File: src/rtl/core/wse_pkg.sv
`default_nettype none
// ----------------------------------------------------------------------------
// wse_pkg
// Shared constants and types for the wiggle sort engine.
// ----------------------------------------------------------------------------
package wse_pkg;

    localparam int DATA_W           = 32;
    localparam int MAX_ELEMENTS_DEF = 64;

    // Sequencer states
    typedef enum logic [2:0] {
        S_IDLE,   // loading, accepting requests
        S_SEG,    // set up one merge segment
        S_MRD,    // read heads of both runs
        S_MCMP,   // compare heads, write winner
        S_OINIT,  // set up output pointers
        S_ORD,    // read next output element
        S_OEMIT   // present result for one cycle
    } t_state;

endpackage : wse_pkg
`default_nettype wire

File: src/rtl/core/wse_ram.sv
`default_nettype none
// ----------------------------------------------------------------------------
// wse_ram
// Generic RAM: one write port, two read ports, registered read data.
// ----------------------------------------------------------------------------
module wse_ram
    import wse_pkg::*;
#(
    parameter int WIDTH = DATA_W,
    parameter int DEPTH = MAX_ELEMENTS_DEF,
    localparam int AW   = (DEPTH > 1) ? $clog2(DEPTH) : 1
) (
    input  wire logic             i_clk,
    input  wire logic             i_we,
    input  wire logic [AW-1:0]    i_waddr,
    input  wire logic [WIDTH-1:0] i_wdata,
    input  wire logic [AW-1:0]    i_raddr_a,
    input  wire logic [AW-1:0]    i_raddr_b,
    output logic      [WIDTH-1:0] o_rdata_a,
    output logic      [WIDTH-1:0] o_rdata_b
);

    logic [WIDTH-1:0] r_mem [DEPTH];

    always_ff @(posedge i_clk) begin
        if (i_we) begin
            r_mem[i_waddr] <= i_wdata;
        end
        o_rdata_a <= r_mem[i_raddr_a];
        o_rdata_b <= r_mem[i_raddr_b];
    end

endmodule : wse_ram
`default_nettype wire

File: config.mk
export PLATFORM = sky130hd
export DESIGN_NAME = wse_ram
export DESIGN_NICKNAME = d
export VERILOG_FILES = /design/src/rtl/core/wse_pkg.sv /design/src/rtl/core/wse_ram.sv
export SDC_FILE = /design/constraint.sdc
export NUM_CORES = 2
export LEC_CHECK = 0
export BUFFER_PORTS_ARGS = -buffer_cell sky130_fd_sc_hd__buf_2
export CAP_MARGIN = 20
export CORE_MARGIN = 2
export CORE_UTILIZATION = 30
export DETAILED_ROUTE_END_ITERATION = 7
export GPL_TIMING_DRIVEN = 1
export HOLD_SLACK_MARGIN = 0.08
export PLACE_DENSITY_LB_ADDON = 0.08
export SYNTH_ARGS = -nofsm -noshare
export SYNTH_HDL_FRONTEND = slang
export SYNTH_SLANG_ARGS = --single-unit
File: constraint.sdc
create_clock -name i_clk -period 7.58 [get_ports i_clk]
set_input_delay 1.137 -clock i_clk [delete_from_list [all_inputs] [get_ports i_clk]]
set_output_delay 1.137 -clock i_clk [all_outputs]
set_load 0.005 [all_outputs]
# Word-level counts from Yosys, hierarchy flattened
# Memories as Yosys holds them, arrays and structs flattened. A register that Yosys moved wholly into a read port is not among the register bits.
# Index checks and enable logic that the tools add are counted.
[op_classes] reduce_logical=0 n_lt_le_gt_ge=0 bitwise_logic=0 eq_ne=0 n_div=0 n_addsub=0 n_shift=0 mux=2 multipliers=0
[op_table] operator="$mux W1" count=2
[totals] latchBits=0 elab_cells=3 output_inout_bits=64 rom_bits=0 register_bits=0 n_memories=1 mem_bits_rw=2048
[mem_list] memory="r_mem" words=64 word_bits=32 read_ports=2 rd_clocked_by_memory_dff=2 wr=1 line="wse_ram.sv:23" text="logic [WIDTH-1:0] r_mem [DEPTH];"

# Logic depth before layout (Yosys ltp)
[depth] word_depth=2 mapped_depth=10

# Worst setup path after synthesis
# Ideal clock, no wire load.
[synth_timing] path_type="input to register" start="in i_waddr[3]" end="mem r_mem[48][0] (netlist name) (enable)" setup_ps=461 n_path_buf=1 setup_slack_ps=3252 path_stages=4 arrival_time_ps=3867 required_ps=7119 path_cell_list="clkbuf_1 nor2b_1 nand4b_1 nor3_1"
[synth_rtl] item="start, declared" line="wse_ram.sv:15" text="input wire logic [AW-1:0] i_waddr,"
[synth_rtl] item="end, declared" line="wse_ram.sv:23"
# No word-level cell before the write port.

==> flow_summary.ini <==
[run_status]
status = finished, final reports clean

[critical_path]
endpoint_kind = flop
arrival_ns = 4.71
r2r_slack_ns = 4.59
r2r_cells = 4
rr_startpoint = r_mem[0][20]
r2r_end = o_rdata_b[20]
path_max_fanout = 66
required_ns = 8.32
path_class = input pin to flop
crit_path_start_kind = input pin

[routing]
drc = 0
wl_per_cell_um = 40.4
drt_first_pass_iters = 6
drt_iter0_drc = 5979
viasPerCell = 5.73
vias = 51700
postRouteAntennaNets = 0
wirelength_mm = 365

[placement]
place_hpwl_mm = 207
gp_congestion = 0.772
post-place-ws_ns = 2.70
numPortBuffers = 115

[power]
ir_worst_vdd_mv = 0.213
power_density_nw_per_um2 = 244
power_leakage_nw = 34.0

[clocking]
clockBufferDepth = 4
cts_hold_buf = 0
cts_sinks = 2112
cts-root-buf = clkbuf_16
clock_latency_ns = 0.90
cts_setup_buffers = 0
cts_resized = 0
htreeDepth = 4
cts_buffers = 247
clkSlewWorstSetupHoldPaths_ns = 0.06
cts_tree = done

[sta]
rsz0062_at_grt = false
period_needed_ns = 3.97
slew_violations = 0
fin_skew_ns = 0.0387
hold_slack_ns = 0.592
worst_slew_pin_slew_ns = 1.25
worst_slack_ns = 3.61
hold_viol = 0
setup_viol = 0
fmaxAchievable_mhz = 252
finalSetupTns_ns = 0
period_share_pct = 52.3
max_slew_margin_pct = 16.8

[global_route]
met1_usage_pct = 31.9
busiest_layer = met2
antenna_found_initial = 50
grt_pass1_wl_mm = 490
gr-total-overflow = 0
track_usage_pct = 22.3
grt.met3_usage_pct = 3.69
grt_pass1_vias = 53600
met2_usage_pct = 35.5
grt_start_max_net_pins = 84

[floorplan]
io_pins = 116
die_h_um = 569
start_util_pct = 30.1
die_area_um2 = 323000
num_rows = 207
fp.coreArea_um2 = 318000
die_w_um = 569

[logic_synthesis]
synth_cell_types = 38
avgSynthCellArea_um2 = 21.7
yosys_warnings = 0
yosys.area.top_type_share_pct = 64.3
synth-seq-area-share_pct = 65.6
netlist_area_um2 = 95700
synth_edf_count = 2048
synthesis.nets = 4464
ys_seq_elements = 2112
synthTopCellsByArea = edfxtp_1 64%, mux4_2 26%, mux2i_1 2.1%
synthArstFlopShare_pct = 0
synth_common_cells = 2048 x edfxtp_1, 1124 x mux4_2, 204 x mux2i_1
yosysTopAreaCell = edfxtp_1
synthCells = 4412
yosys_most_used_dff = edfxtp_1
synthMostInstantiatedCell = edfxtp_1

[hold_path]
hp-class = input pin to flop
hp-start = i_wdata[18]
hold_depth = 1
worstHoldEndpoint = r_mem[30][18]

[cells_and_area]
drive_gt1_share_pct = 39.3
fillerInstances = 29500
fin_nets = 4682
area_growth_pct = 15.1

[run]
maxCapViolations = 0
critical path, cell delays in order:
cell and delay, ns:
buf_8 0.62, buf_12 0.47, buf_12 0.50, mux4_2 0.58, mux2_2 0.27, o211ai_1 0.72
a21oi_1 0.13
cell families (layout without fill, tap and decap cells):
| kind of cell | Yosys count | after routing | share of synthesized area, % |
|---|---|---|---|
| and+or+nand+nor | 248 | 248 | 1.13 |
| muxes | 1364 | 1364 | 29.0 |
| other | 0 | 17 | 0 |
| AOI/OAI and AO/OA | 340 | 340 | 2.39 |
| buffers and inverters | 348 | 766 | 1.83 |
| DFF | 2112 | 2112 | 65.6 |
metrics by stage:
step           area [um^2]  total power, W  utilization (%)  instances
5_1_grt             110000          0.0277             34.7       9019
2_1_floorplan        95700          0.0145                -       4412
3_5_place_dp        102000          0.0155             32.2       8555
4_1_cts             110000          0.0272             34.6       9004
3_3_place_gp        102000          0.0155             32.1       8547
6_report            110000          0.0269             34.7       9027
state kept, by name (all words and copies together), names as in the netlist:
register and count:
o_rdata_a 32, o_rdata_b 32, r_mem 2048
metal layers:
metal | vias to the layer above | part of all wire, % | wire length, um
li1 | 20000 | - | -
met1 | 29500 | 45 | 163000
met2 | 1851 | 47 | 171000
met3 | 419 | 6.2 | 22600
met4 | 10 | 2.2 | 8110
met5 | - | 0.016 | 60
how the worst max path moves through the flow:
stage	end	start
after floorplan	r_mem[48][0]	i_waddr[3]
after global placement	o_rdata_b[29]	i_raddr_b[0]
after detailed placement	o_rdata_b[29]	i_raddr_b[0]
after CTS	o_rdata_b[3]	i_raddr_b[0]
after global routing	o_rdata_b[3]	i_raddr_b[0]
final	o_rdata_b[29]	i_raddr_b[0]
cells in the final DEF, fill, tap and decap left out, drive strengths merged, types with 58 or more instances in the layout:
cell type  count
nor2          94
dfxtp         64
mux2i        204
a21oi         58
a22oi         85
clkbuf       329
buf          315
clkinv        98
edfxtp      2048
nand2         93
mux4        1124
final cells by class:
cell class                      instances  area, um^2  area share (%)
Clock inverter                        121        1030           0.934
Sequential cell                      2112       62800            57.0
Timing Repair Buffer                  316        2600            2.36
Inverter                                1        3.75         0.00341
Clock buffer                          328        6750            6.13
Tap cell                             4180        5230            4.75
Antenna cell                           17        42.5          0.0386
Multi-Input combinational cell       1952       31700            28.8
where the power goes:
part / internal, W / total, W / switching, W
registers: 0.0129 / 0.0130 / 0.000111
clock network: 0.00677 / 0.0117 / 0.00490
logic: 0.000862 / 0.00220 / 0.00134
Note: power is estimated with default switching activity, not from simulation.
